$ cat src/hdl/bfpa_pkg.sv
package bfpa_pkg;

  localparam int LEN_W = 17;
  localparam int LEN_IN_W = 16;
  localparam int DEF_TABLE_ENTRIES = 16;
  localparam int DEF_ADDR_BITS = 16;
  localparam logic [LEN_W-1:0] LEN_MAX = 17'h1FFFF;

  typedef enum logic [1:0] {
    KIND_ADD = 2'd0,
    KIND_ALLOC = 2'd1,
    KIND_RELEASE = 2'd2
  } kind_t;

  typedef enum logic [1:0] {
    STAT_OK = 2'd0,
    STAT_NO_FIT = 2'd1,
    STAT_FULL = 2'd2
  } status_t;

  typedef enum logic [3:0] {
    S_IDLE,
    S_SCAN_RD,
    S_SCAN_CK,
    S_SCAN_END,
    S_DQ,
    S_DR_RD,
    S_DR_WR,
    S_INS_RD,
    S_INS_CK,
    S_MAX,
    S_MAX_CK,
    S_DONE
  } state_t;

endpackage

$ cat src/hdl/bfpa_ram.sv
module bfpa_ram #(
  parameter int WIDTH = 8,
  parameter int DEPTH = 16
) (
  input  logic                     clk,
  input  logic                     we,
  input  logic [$clog2(DEPTH)-1:0] waddr,
  input  logic [WIDTH-1:0]         wdata,
  input  logic [$clog2(DEPTH)-1:0] raddr,
  output logic [WIDTH-1:0]         rdata
);

  logic [WIDTH-1:0] mem [DEPTH];

  always_ff @(posedge clk) begin
    if (we) begin
      mem[waddr] <= wdata;
    end
    rdata <= mem[raddr];
  end

endmodule

$ cat src/hdl/best_fit_partition_allocator.sv
// Channel  Direction  Ports
// in       input      in_valid, in_ready, in_kind, in_start_addr, in_length
// out      output     out_valid, out_ready, out_status, out_granted_addr,
//                     out_granted_len, out_largest_free, out_free_entries
//
// The time an item takes is set by the single table memory: a scan reads one entry
// at a time through the S_SCAN_RD and S_SCAN_CK states, and each removal or sorted
// insertion moves one entry at a time through a read state and a write state.
// Reset clears the state, the entry count and the output valid flag; the table memory is never cleared.
// A new item is accepted while the previous result still waits for out_ready.
module best_fit_partition_allocator
  import bfpa_pkg::*;
#(
  parameter int TABLE_ENTRIES = DEF_TABLE_ENTRIES,
  parameter int ADDR_BITS = DEF_ADDR_BITS
) (
  input  logic                               clk,
  input  logic                               rst_n,
  input  logic                               in_valid,
  output logic                               in_ready,
  input  logic [1:0]                         in_kind,
  input  logic [ADDR_BITS-1:0]               in_start_addr,
  input  logic [LEN_IN_W-1:0]                in_length,
  output logic                               out_valid,
  input  logic                               out_ready,
  output logic [1:0]                         out_status,
  output logic [ADDR_BITS-1:0]               out_granted_addr,
  output logic [LEN_W-1:0]                   out_granted_len,
  output logic [LEN_W-1:0]                   out_largest_free,
  output logic [$clog2(TABLE_ENTRIES+1)-1:0] out_free_entries
);

  localparam int CNT_W = $clog2(TABLE_ENTRIES + 1);
  localparam int IDX_W = $clog2(TABLE_ENTRIES);
  localparam int EW = ((ADDR_BITS > LEN_W) ? ADDR_BITS : LEN_W) + 1;
  localparam int DW = ADDR_BITS + LEN_W;
  localparam int SW = LEN_W + 2;

  state_t state_r, state_nxt;

  logic [CNT_W-1:0]     cnt_r, cnt_nxt;
  logic [CNT_W-1:0]     idx_r, idx_nxt;
  logic [1:0]           kind_r, kind_nxt;
  logic [ADDR_BITS-1:0] s_r, s_nxt;
  logic [LEN_IN_W-1:0]  len_r, len_nxt;
  logic                 fa_r, fa_nxt, fb_r, fb_nxt;
  logic [CNT_W-1:0]     a_idx_r, a_idx_nxt, b_idx_r, b_idx_nxt;
  logic [ADDR_BITS-1:0] a_st_r, a_st_nxt, b_st_r, b_st_nxt;
  logic [LEN_W-1:0]     a_len_r, a_len_nxt, b_len_r, b_len_nxt;
  logic                 d1_v_r, d1_v_nxt, d2_v_r, d2_v_nxt, ins_v_r, ins_v_nxt;
  logic [CNT_W-1:0]     d1_idx_r, d1_idx_nxt, d2_idx_r, d2_idx_nxt;
  logic [ADDR_BITS-1:0] ns_r, ns_nxt;
  logic [LEN_W-1:0]     nl_r, nl_nxt;
  logic [1:0]           st_r, st_nxt;
  logic [ADDR_BITS-1:0] ga_r, ga_nxt;
  logic [LEN_W-1:0]     gl_r, gl_nxt;
  logic [LEN_W-1:0]     lg_r, lg_nxt;

  logic                 ov_r, ov_nxt;
  logic [1:0]           os_r, os_nxt;
  logic [ADDR_BITS-1:0] oa_r, oa_nxt;
  logic [LEN_W-1:0]     ol_r, ol_nxt;
  logic [LEN_W-1:0]     olg_r, olg_nxt;
  logic [CNT_W-1:0]     oc_r, oc_nxt;

  logic                 ram_we;
  logic [IDX_W-1:0]     ram_waddr, ram_raddr;
  logic [DW-1:0]        ram_wdata, ram_rdata;
  logic [ADDR_BITS-1:0] e_st;
  logic [LEN_W-1:0]     e_len;

  logic                 accept;
  logic                 last_scan;
  logic [EW-1:0]        rel_end, e_end;
  logic                 alloc_hit, a_hit, b_hit;
  logic                 goes_before;
  logic                 out_free;
  logic [LEN_W-1:0]     cut_diff;
  logic [SW-1:0]        sum3;
  logic [LEN_W-1:0]     sat3, sat_a, sat_b;

  bfpa_ram #(
    .WIDTH(DW),
    .DEPTH(TABLE_ENTRIES)
  ) u_ram (
    .clk  (clk),
    .we   (ram_we),
    .waddr(ram_waddr),
    .wdata(ram_wdata),
    .raddr(ram_raddr),
    .rdata(ram_rdata)
  );

  assign e_st = ram_rdata[DW-1:LEN_W];
  assign e_len = ram_rdata[LEN_W-1:0];
  assign accept = in_valid && in_ready;
  assign in_ready = (state_r == S_IDLE);
  assign out_free = !ov_r || out_ready;
  assign last_scan = ((idx_r + CNT_W'(1)) == cnt_r);

  assign rel_end = EW'(s_r) + EW'(len_r);
  assign e_end = EW'(e_st) + EW'(e_len);
  assign alloc_hit = (e_len >= LEN_W'(len_r));
  assign a_hit = (EW'(e_st) == rel_end);
  assign b_hit = (e_end == EW'(s_r));
  assign goes_before = (nl_r < e_len) || ((nl_r == e_len) && (ns_r < e_st));

  assign cut_diff = a_len_r - LEN_W'(len_r);
  assign sum3 = SW'(b_len_r) + SW'(len_r) + SW'(a_len_r);
  assign sat3 = (sum3 > SW'(LEN_MAX)) ? LEN_MAX : sum3[LEN_W-1:0];
  assign sat_a = ((SW'(a_len_r) + SW'(len_r)) > SW'(LEN_MAX)) ? LEN_MAX :
                 LEN_W'(SW'(a_len_r) + SW'(len_r));
  assign sat_b = ((SW'(b_len_r) + SW'(len_r)) > SW'(LEN_MAX)) ? LEN_MAX :
                 LEN_W'(SW'(b_len_r) + SW'(len_r));

  always_comb begin
    state_nxt = state_r;
    case (state_r)
      S_IDLE: begin
        if (accept) begin
          if ((in_length == '0) || (in_kind != KIND_ADD && in_kind != KIND_ALLOC &&
              in_kind != KIND_RELEASE)) begin
            state_nxt = S_MAX;
          end else if (in_kind == KIND_ADD) begin
            state_nxt = (cnt_r == CNT_W'(TABLE_ENTRIES)) ? S_MAX : S_INS_RD;
          end else begin
            state_nxt = (cnt_r == '0) ? S_SCAN_END : S_SCAN_RD;
          end
        end
      end
      S_SCAN_RD: state_nxt = S_SCAN_CK;
      S_SCAN_CK: begin
        if ((kind_r == KIND_ALLOC && alloc_hit) || last_scan) begin
          state_nxt = S_SCAN_END;
        end else begin
          state_nxt = S_SCAN_RD;
        end
      end
      S_SCAN_END: state_nxt = S_DQ;
      S_DQ: begin
        if (d1_v_r) begin
          state_nxt = S_DR_RD;
        end else if (ins_v_r) begin
          state_nxt = S_INS_RD;
        end else begin
          state_nxt = S_MAX;
        end
      end
      S_DR_RD: state_nxt = ((idx_r + CNT_W'(1)) >= cnt_r) ? S_DQ : S_DR_WR;
      S_DR_WR: state_nxt = S_DR_RD;
      S_INS_RD: state_nxt = (idx_r == '0) ? S_MAX : S_INS_CK;
      S_INS_CK: state_nxt = goes_before ? S_INS_RD : S_MAX;
      S_MAX: state_nxt = (cnt_r == '0) ? S_DONE : S_MAX_CK;
      S_MAX_CK: state_nxt = S_DONE;
      S_DONE: state_nxt = out_free ? S_IDLE : S_DONE;
      default: state_nxt = S_IDLE;
    endcase
  end

  always_comb begin
    cnt_nxt = cnt_r;
    idx_nxt = idx_r;
    kind_nxt = kind_r;
    s_nxt = s_r;
    len_nxt = len_r;
    fa_nxt = fa_r;
    fb_nxt = fb_r;
    a_idx_nxt = a_idx_r;
    b_idx_nxt = b_idx_r;
    a_st_nxt = a_st_r;
    b_st_nxt = b_st_r;
    a_len_nxt = a_len_r;
    b_len_nxt = b_len_r;
    d1_v_nxt = d1_v_r;
    d2_v_nxt = d2_v_r;
    ins_v_nxt = ins_v_r;
    d1_idx_nxt = d1_idx_r;
    d2_idx_nxt = d2_idx_r;
    ns_nxt = ns_r;
    nl_nxt = nl_r;
    st_nxt = st_r;
    ga_nxt = ga_r;
    gl_nxt = gl_r;
    lg_nxt = lg_r;
    ov_nxt = ov_r && !out_ready;
    os_nxt = os_r;
    oa_nxt = oa_r;
    ol_nxt = ol_r;
    olg_nxt = olg_r;
    oc_nxt = oc_r;
    ram_we = 1'b0;
    ram_waddr = idx_r[IDX_W-1:0];
    ram_wdata = {e_st, e_len};
    ram_raddr = idx_r[IDX_W-1:0];

    case (state_r)
      S_IDLE: begin
        if (accept) begin
          kind_nxt = in_kind;
          s_nxt = in_start_addr;
          len_nxt = in_length;
          st_nxt = STAT_OK;
          ga_nxt = '0;
          gl_nxt = '0;
          fa_nxt = 1'b0;
          fb_nxt = 1'b0;
          d1_v_nxt = 1'b0;
          d2_v_nxt = 1'b0;
          ins_v_nxt = 1'b0;
          idx_nxt = '0;
          if (in_kind == KIND_ADD && in_length != '0) begin
            if (cnt_r == CNT_W'(TABLE_ENTRIES)) begin
              st_nxt = STAT_FULL;
            end
            idx_nxt = cnt_r;
            ns_nxt = in_start_addr;
            nl_nxt = LEN_W'(in_length);
          end
        end
      end
      S_SCAN_RD: ram_raddr = idx_r[IDX_W-1:0];
      S_SCAN_CK: begin
        if (kind_r == KIND_ALLOC) begin
          if (alloc_hit) begin
            fa_nxt = 1'b1;
            a_idx_nxt = idx_r;
            a_st_nxt = e_st;
            a_len_nxt = e_len;
          end
        end else begin
          if (!fa_r && a_hit) begin
            fa_nxt = 1'b1;
            a_idx_nxt = idx_r;
            a_len_nxt = e_len;
          end
          if (!fb_r && b_hit) begin
            fb_nxt = 1'b1;
            b_idx_nxt = idx_r;
            b_st_nxt = e_st;
            b_len_nxt = e_len;
          end
        end
        idx_nxt = idx_r + CNT_W'(1);
      end
      S_SCAN_END: begin
        if (kind_r == KIND_ALLOC) begin
          if (!fa_r) begin
            st_nxt = STAT_NO_FIT;
          end else begin
            ga_nxt = a_st_r;
            d1_v_nxt = 1'b1;
            d1_idx_nxt = a_idx_r;
            if (cut_diff <= LEN_W'(1)) begin
              gl_nxt = a_len_r;
            end else begin
              gl_nxt = LEN_W'(len_r);
              ins_v_nxt = 1'b1;
              ns_nxt = ADDR_BITS'(EW'(a_st_r) + EW'(len_r));
              nl_nxt = cut_diff;
            end
          end
        end else begin
          ins_v_nxt = 1'b1;
          if (fa_r && fb_r) begin
            ns_nxt = b_st_r;
            nl_nxt = sat3;
            d1_v_nxt = 1'b1;
            d2_v_nxt = 1'b1;
            d1_idx_nxt = (a_idx_r > b_idx_r) ? a_idx_r : b_idx_r;
            d2_idx_nxt = (a_idx_r > b_idx_r) ? b_idx_r : a_idx_r;
          end else if (fa_r) begin
            ns_nxt = s_r;
            nl_nxt = sat_a;
            d1_v_nxt = 1'b1;
            d1_idx_nxt = a_idx_r;
          end else if (fb_r) begin
            ns_nxt = b_st_r;
            nl_nxt = sat_b;
            d1_v_nxt = 1'b1;
            d1_idx_nxt = b_idx_r;
          end else if (cnt_r == CNT_W'(TABLE_ENTRIES)) begin
            st_nxt = STAT_FULL;
            ins_v_nxt = 1'b0;
          end else begin
            ns_nxt = s_r;
            nl_nxt = LEN_W'(len_r);
          end
        end
      end
      S_DQ: begin
        if (d1_v_r) begin
          idx_nxt = d1_idx_r;
        end else if (ins_v_r) begin
          idx_nxt = cnt_r;
          ins_v_nxt = 1'b0;
        end
      end
      S_DR_RD: begin
        if ((idx_r + CNT_W'(1)) >= cnt_r) begin
          cnt_nxt = cnt_r - CNT_W'(1);
          d1_v_nxt = d2_v_r;
          d1_idx_nxt = d2_idx_r;
          d2_v_nxt = 1'b0;
        end else begin
          ram_raddr = IDX_W'(idx_r + CNT_W'(1));
        end
      end
      S_DR_WR: begin
        ram_we = 1'b1;
        ram_waddr = idx_r[IDX_W-1:0];
        ram_wdata = ram_rdata;
        idx_nxt = idx_r + CNT_W'(1);
      end
      S_INS_RD: begin
        if (idx_r == '0) begin
          ram_we = 1'b1;
          ram_waddr = '0;
          ram_wdata = {ns_r, nl_r};
          cnt_nxt = cnt_r + CNT_W'(1);
        end else begin
          ram_raddr = IDX_W'(idx_r - CNT_W'(1));
        end
      end
      S_INS_CK: begin
        ram_we = 1'b1;
        ram_waddr = idx_r[IDX_W-1:0];
        if (goes_before) begin
          ram_wdata = ram_rdata;
          idx_nxt = idx_r - CNT_W'(1);
        end else begin
          ram_wdata = {ns_r, nl_r};
          cnt_nxt = cnt_r + CNT_W'(1);
        end
      end
      S_MAX: begin
        lg_nxt = '0;
        ram_raddr = IDX_W'(cnt_r - CNT_W'(1));
      end
      S_MAX_CK: lg_nxt = e_len;
      S_DONE: begin
        if (out_free) begin
          ov_nxt = 1'b1;
          os_nxt = st_r;
          oa_nxt = ga_r;
          ol_nxt = gl_r;
          olg_nxt = lg_r;
          oc_nxt = cnt_r;
        end
      end
      default: ;
    endcase
  end

  always_ff @(posedge clk) begin
    if (!rst_n) begin
      state_r <= S_IDLE;
      cnt_r <= '0;
      ov_r <= 1'b0;
    end else begin
      state_r <= state_nxt;
      cnt_r <= cnt_nxt;
      ov_r <= ov_nxt;
    end
  end

  always_ff @(posedge clk) begin
    idx_r <= idx_nxt;
    kind_r <= kind_nxt;
    s_r <= s_nxt;
    len_r <= len_nxt;
    fa_r <= fa_nxt;
    fb_r <= fb_nxt;
    a_idx_r <= a_idx_nxt;
    b_idx_r <= b_idx_nxt;
    a_st_r <= a_st_nxt;
    b_st_r <= b_st_nxt;
    a_len_r <= a_len_nxt;
    b_len_r <= b_len_nxt;
    d1_v_r <= d1_v_nxt;
    d2_v_r <= d2_v_nxt;
    ins_v_r <= ins_v_nxt;
    d1_idx_r <= d1_idx_nxt;
    d2_idx_r <= d2_idx_nxt;
    ns_r <= ns_nxt;
    nl_r <= nl_nxt;
    st_r <= st_nxt;
    ga_r <= ga_nxt;
    gl_r <= gl_nxt;
    lg_r <= lg_nxt;
    os_r <= os_nxt;
    oa_r <= oa_nxt;
    ol_r <= ol_nxt;
    olg_r <= olg_nxt;
    oc_r <= oc_nxt;
  end

  assign out_valid = ov_r;
  assign out_status = os_r;
  assign out_granted_addr = oa_r;
  assign out_granted_len = ol_r;
  assign out_largest_free = olg_r;
  assign out_free_entries = oc_r;

endmodule

$ cat config.mk
export PLATFORM = sky130hd
export DESIGN_NAME = best_fit_partition_allocator
export DESIGN_NICKNAME = d
export VERILOG_FILES = /design/src/hdl/bfpa_pkg.sv /design/src/hdl/bfpa_ram.sv /design/src/hdl/best_fit_partition_allocator.sv
export SDC_FILE = /design/constraint.sdc
export NUM_CORES = 1
export LEC_CHECK = 0
export ABC_AREA = 1
export BUFFER_PORTS_ARGS = -buffer_cell sky130_fd_sc_hd__buf_2
export CORE_MARGIN = 2
export CORE_UTILIZATION = 45
export DETAILED_ROUTE_END_ITERATION = 8
export SKIP_CTS_REPAIR_TIMING = 1
export SYNTH_ARGS = -nofsm -noshare
export SYNTH_HDL_FRONTEND = slang
export SYNTH_HIERARCHICAL = 1
export SYNTH_SLANG_ARGS = --single-unit
$ cat constraint.sdc
create_clock -name clk -period 7.87 [get_ports clk]
set_input_delay 1.574 -clock clk [delete_from_list [all_inputs] [get_ports clk]]
set_output_delay 1.574 -clock clk [all_outputs]
set_load 0.05 [all_outputs]
# After elaboration in Yosys (flattened, before gate mapping)
# Memories as Yosys holds them, arrays and structs flattened. A register that Yosys moved wholly into a read port is not among the register bits.
# Index checks and enable logic that the tools add are counted.
# Widths: inputs -> output; s select.
op_classes:
  bitwise_logic: 1
  reduce_logical: 53
  addsub: 11
  n_eq_ne: 45
  muxes: 124
  order_cmp: 9
ops:
  columns: ["operator", "count"]
  rows:
  - ["$mux 17", 19]
  - ["$mux 16", 12]
  - ["$pmux 17 s2", 3]
  - ["$mux 5", 19]
  - ["$mux 33", 2]
  - ["$pmux 33 s2", 1]
  - ["$pmux 16 s2", 2]
  - ["$gt 19x17->1 const B", 3]
  - ["$mux 4", 12]
  - ["$pmux 4 s12", 1]
  - ["$add 17x16->18", 2]
  - ["$mux 1", 30]
  - ["$ne 3x3->1 const B", 10]
  - ["$ne 2x2->1 const B", 13]
  - ["$mux 2", 12]
  - ["$reduce_and 4->1", 6]
  - ["$pmux 5 s4", 1]
  - ["$add 19x17->19", 1]
  - ["$add 16x17->18", 1]
  - ["$eq 18x16->1", 1]
  - ["$add 16x16->17", 1]
  - ["$eq 16x17->1", 1]
  - ["$eq 17x17->1", 1]
  - ["$ge 17x16->1", 1]
  - ["43 further kinds", 88]
totals:
  wordCells: 275
  ramBits: 528
  regBits: 282
  out_inout_bits: 59
  n_memories: 1
memory_table:
  columns: ["name", "words", "word_bits", "read_ports", "rd_ports_with_merged_regs", "write_ports", "line_no", "rtl"]
  rows:
  - ["u_ram.mem", 16, 33, 1, 1, 1, "bfpa_ram.sv:13", "logic [WIDTH-1:0] mem [DEPTH];"]

# Longest topological paths before layout
depth:
  ltp_word: 8
  depth_mapped: 25
  depth_no_buf: 24

# Cells and area by module
# Netlist, hierarchy kept.
by_module_without_submodules:
  columns: ["mod", "instances", "cells_each", "area_per_inst_um2"]
  rows:
  - ["bfpa_ram", 1, 2185, 23241.0]
  - ["best_fit_partition_allocator", 1, 2407, 19876.6]

# Worst setup path after synthesis
# Ideal clock, no wire load.
synth_timing:
  path_kind: "input -> register"
  start: "input out_ready"
  end: "register oc_r[0] (netlist: out_free_entries[0]) (enable)"
  path_stages: 2
  path_slack_ns: 1.798
  t_required_ns: 7.328
  t_arrival_ns: 5.530
  setup_time_ns: 0.542
  n_path_buf: 0
  cell_sequence: "nor2_1 > nor3_1"
synth_via:
  elab_chain_cells: 2
synth_lines:
  columns: ["item", "line_no", "rtl"]
  rows:
  - ["start: declaration", "best_fit_partition_allocator.sv:25", "input logic out_ready,"]
  - ["$logic_or 1x1->1", "best_fit_partition_allocator.sv:98", "assign out_free = !ov_r || out_ready;"]
  - ["$reduce_and 2->1 (no line)", null, null]
  - ["end signal: assignment", "best_fit_partition_allocator.sv:394", "oc_r <= oc_nxt;"]
  - ["end: declaration", "best_fit_partition_allocator.sv:64", "logic [CNT_W-1:0] oc_r, oc_nxt;"]
# Every way passes these cells.
# A chain may end at the register's enable or synchronous reset.

# Worst setup path after layout
layout_timing:
  start: "register idx_r[0]"
  end: "register u_ram.rdata[29] (read register of u_ram.mem)"
layout_via:
  elab_chain_cells: 4
layout_lines:
  columns: ["item", "line_no", "rtl"]
  rows:
  - ["start: declaration", "best_fit_partition_allocator.sv:42", "logic [CNT_W-1:0] idx_r, idx_nxt;"]
  - ["start signal: assignment", "best_fit_partition_allocator.sv:367", "idx_r <= idx_nxt;"]
  - ["$add 5x1->5", "best_fit_partition_allocator.sv:299", "if ((idx_r + CNT_W'(1)) >= cnt_r) begin"]
  - ["$ge 5x5->1", "best_fit_partition_allocator.sv:299", null]
  - ["$mux 4", "best_fit_partition_allocator.sv:299", null]
  - ["$pmux 4 s3 (*)", "best_fit_partition_allocator.sv:196", "case (state_r)"]
  - ["net ram_raddr[0]", "best_fit_partition_allocator.sv:67", "logic [IDX_W-1:0] ram_waddr, ram_raddr;"]
  - ["end: declaration", "bfpa_ram.sv:10", "output logic [WIDTH-1:0] rdata"]
# The timed path passes the listed nets; every way through them passes the cells marked *.

==> metrics.cfg <==
[setup_path]
rrSetupSlack_ps=2490
endpoint=u_ram/rdata[29]
crit_type=flip-flop to flip-flop
critPathSlowestCell=inv_8
path_buf_inv=4
cp.depth=22
start_kind=flip-flop
critical-path-top-delay-family=buffers and inverters
slowest_delay_ps=650
path_max_fanout=142
r2r-start=idx_r[0]
cp_data_arrival_time_ps=5950
worstSetupStartpoint=idx_r[0]
cp_data_required_time_ps=8440
r2r-end=u_ram/rdata[29]
crit_path_cell_trace=ha_1 -> nand3_1 -> xor2_1 -> ha_1 -> nand2_1 -> nor2_1 -> nand3_1 -> o21ai_0 -> nor3_1 -> inv_1 -> a21oi_1 -> a21oi_1 -> a211oi_1 -> a21oi_4 -> buf_4 -> inv_8 -> buf_12 -> nand2_1 -> nand3_1 -> nand3_1 -> nand3_1 -> nand2_1
end_kind=flip-flop
reg2regPathDepth=22
critical_path.most_common_cell=nand3_1

[clock_network]
cts_made_buffers=90
cts_tree=done
clkTransAtPathRegs_ps=60
clk-insertion-delay-late_ps=690
htree_levels=3
cts-root-buf=clkbuf_16
cts.path.max_buffers=3
cts_num_sinks=843

[synth]
synth-seq-cells=843
avgSynthCellArea_um2=9.39
synth_nets=4813
yosysTopAreaCell=edfxtp_1
synth.cell_area_um2=43100
synth_top_cell_area_share=0.557
synth_most_common_cell=nand2_1
yosysSeqAreaShare=0.577
synth_cells=4592
synth-main-ff-cell=edfxtp_1
synth_commonest_cells=nand2_1 (1,247), edfxtp_1 (800), inv_1 (705)
synth_edf_count=800
async_flop_share=0
yosysWarnings=6
netlist_top_cells_area=edfxtp_1 (56%), nand2_1 (11%), nand3_1 (6.2%)
synth.distinct_cells=58

[sta]
slew_headroom=0.128
final_hold_viol_count=0
fin_worst_skew_ps=37.2
tightest_slew_ps=1300
tns_ps=0
grt_setup_unrepaired=false
final-setup-viol-count=0
fmax_ghz=0.186
worst_slack_ps=2490
period_share=0.684
min_period_ps=5380
slew_viol_final=0

[floorplanning]
die_h_um=314
io_pins=97
die_x_um=314
coreArea_um2=95000
core.rowCount=113
start_util=0.454
dieArea_um2=98300

[placed_design]
place.gp.congestion=0.937
dp_slack_ps=2480
port_buffers=96
place_hpwl_mm=83.3
place_area_um2=45200

[layout]
postLayoutCoreUtil=0.506
fin_nets=4909
final_cell_area_um2=48100
area.growth.synth_to_final_pct=11.5
drive_above_1_share=0.0741

[global_routing]
grt_max_degree=201
overflow=0
grt_pass1_vias=30099
grt_pass1_wl_mm=189
grt_usage=0.258
antenna_found_initial=1

[hold_path]
hold_class=flip-flop to flip-flop
min_delay_path_depth=0

[routing]
drt-total-wl_mm=128
postRouteAntennaNets=0
num_vias=32288
dr.pass1.iters=6
wire_per_inst_um=21.3
viasPerCell=5.36
dr.first_iter.drc_count=3242
drcViolationCount=0

[flow_run]
cap_violations=0

[status]
status=completed

[pwr]
p_leak_nw=20.6
irDropWorstVdd_mv=0.388
p_per_area_nw_per_um2=406

-- worst min-delay path by stage --
stage / startpoint / end
after floorplan: ga_r[0] / out_granted_addr[0]
after global placement: gl_r[2] / out_granted_len[2]
after detailed placement: gl_r[13] / out_granted_len[13]
after CTS: ga_r[0] / out_granted_addr[0]
after global routing: ga_r[0] / out_granted_addr[0]
final: ga_r[0] / out_granted_addr[0]
-- metal layers --
layer / vias to the layer above / global-route usage / part of all wire
li1: 15462 / - / -
met1: 15413 / 0.363 / 0.43
met2: 1209 / 0.413 / 0.46
met3: 204 / 0.0340 / 0.071
met4: 0 / 0.0896 / 0.035
met5: - / 0 / 0
-- report_power, final --
part / switching [W] / internal (W) / leakage [nW]
sequential: 0.000711 / 0.00608 / 7.62
combinational: 0.00602 / 0.00258 / 11.6
clock: 0.00182 / 0.00230 / 1.37
total: 0.00855 / 0.0110 / 20.6
-- final cells by class --
cell class / count / area, µm²
clock inverter: 58 / 534
sequential: 843 / 24900
inverter: 713 / 2690
fill: 8817 / 46900
timing repair buffer: 166 / 1050
tap: 1265 / 1580
clock buffer: 107 / 2330
multi-input combinational: 2874 / 15000
antenna: 1 / 2.50
-- stage by stage --
| stage | std cells | hold slack [ps] | total power [W] |
|---|---|---|---|
| 2_1_floorplan | 4592 | 400 | 0.0125 |
| 3_3_place_gp | 5860 | 401 | 0.0153 |
| 3_5_place_dp | 5860 | 405 | 0.0154 |
| 4_1_cts | 6025 | 402 | 0.0195 |
| 5_1_grt | 6026 | 416 | 0.0208 |
| 6_report | 6027 | 401 | 0.0195 |
-- kinds of logic (layout without fill, tap and decap cells) --
kind of cell / Yosys count / count (layout) / share of synthesized area
AND/OR/NAND/NOR: 2134 / 2134 / 0.208
multiplexers: 2 / 2 / 0.000464
XOR/XNOR: 96 / 96 / 0.0198
buffers and inverters: 875 / 1044 / 0.0803
AO/OA/AOI/OAI: 459 / 459 / 0.0605
flip-flops: 843 / 843 / 0.577
adder cells (fa/ha/maj): 183 / 183 / 0.0543
other: 0 / 1 / 0
-- layout by cell type (no fill, tap or decap), drive strengths merged, types with 5 or more instances in the layout --
| cell type | n |
|---|---|
| xnor2 | 34 |
| o2111ai | 7 |
| buf | 166 |
| ha | 176 |
| o21bai | 20 |
| nor3 | 24 |
| inv | 712 |
| nand4 | 34 |
| a211oi | 7 |
| fa | 7 |
| nor4 | 5 |
| o21ai | 174 |
| bufinv | 5 |
| clkinvlp | 8 |
| a31oi | 20 |
| nand2 | 1249 |
| o31ai | 8 |
| nor2 | 256 |
| a21o | 13 |
| or2 | 9 |
| a21boi | 7 |
| dfxtp | 43 |
| clkinv | 46 |
| nand3b | 13 |
| o211ai | 9 |
| xor2 | 61 |
| edfxtp | 800 |
| clkbuf | 107 |
| nand3 | 538 |
| a21oi | 168 |
| o22ai | 6 |
-- state kept, by name, summed over array words and instances (netlist names), 17 cells and up --
register	count
u_ram/mem	528
out_largest_free	17
out_granted_len	17
lg_r	17
gl_r	17
nl_r	17
a_len_r	17
b_len_r	17
u_ram/rdata	33
Power figures use the tool's default switching activity.
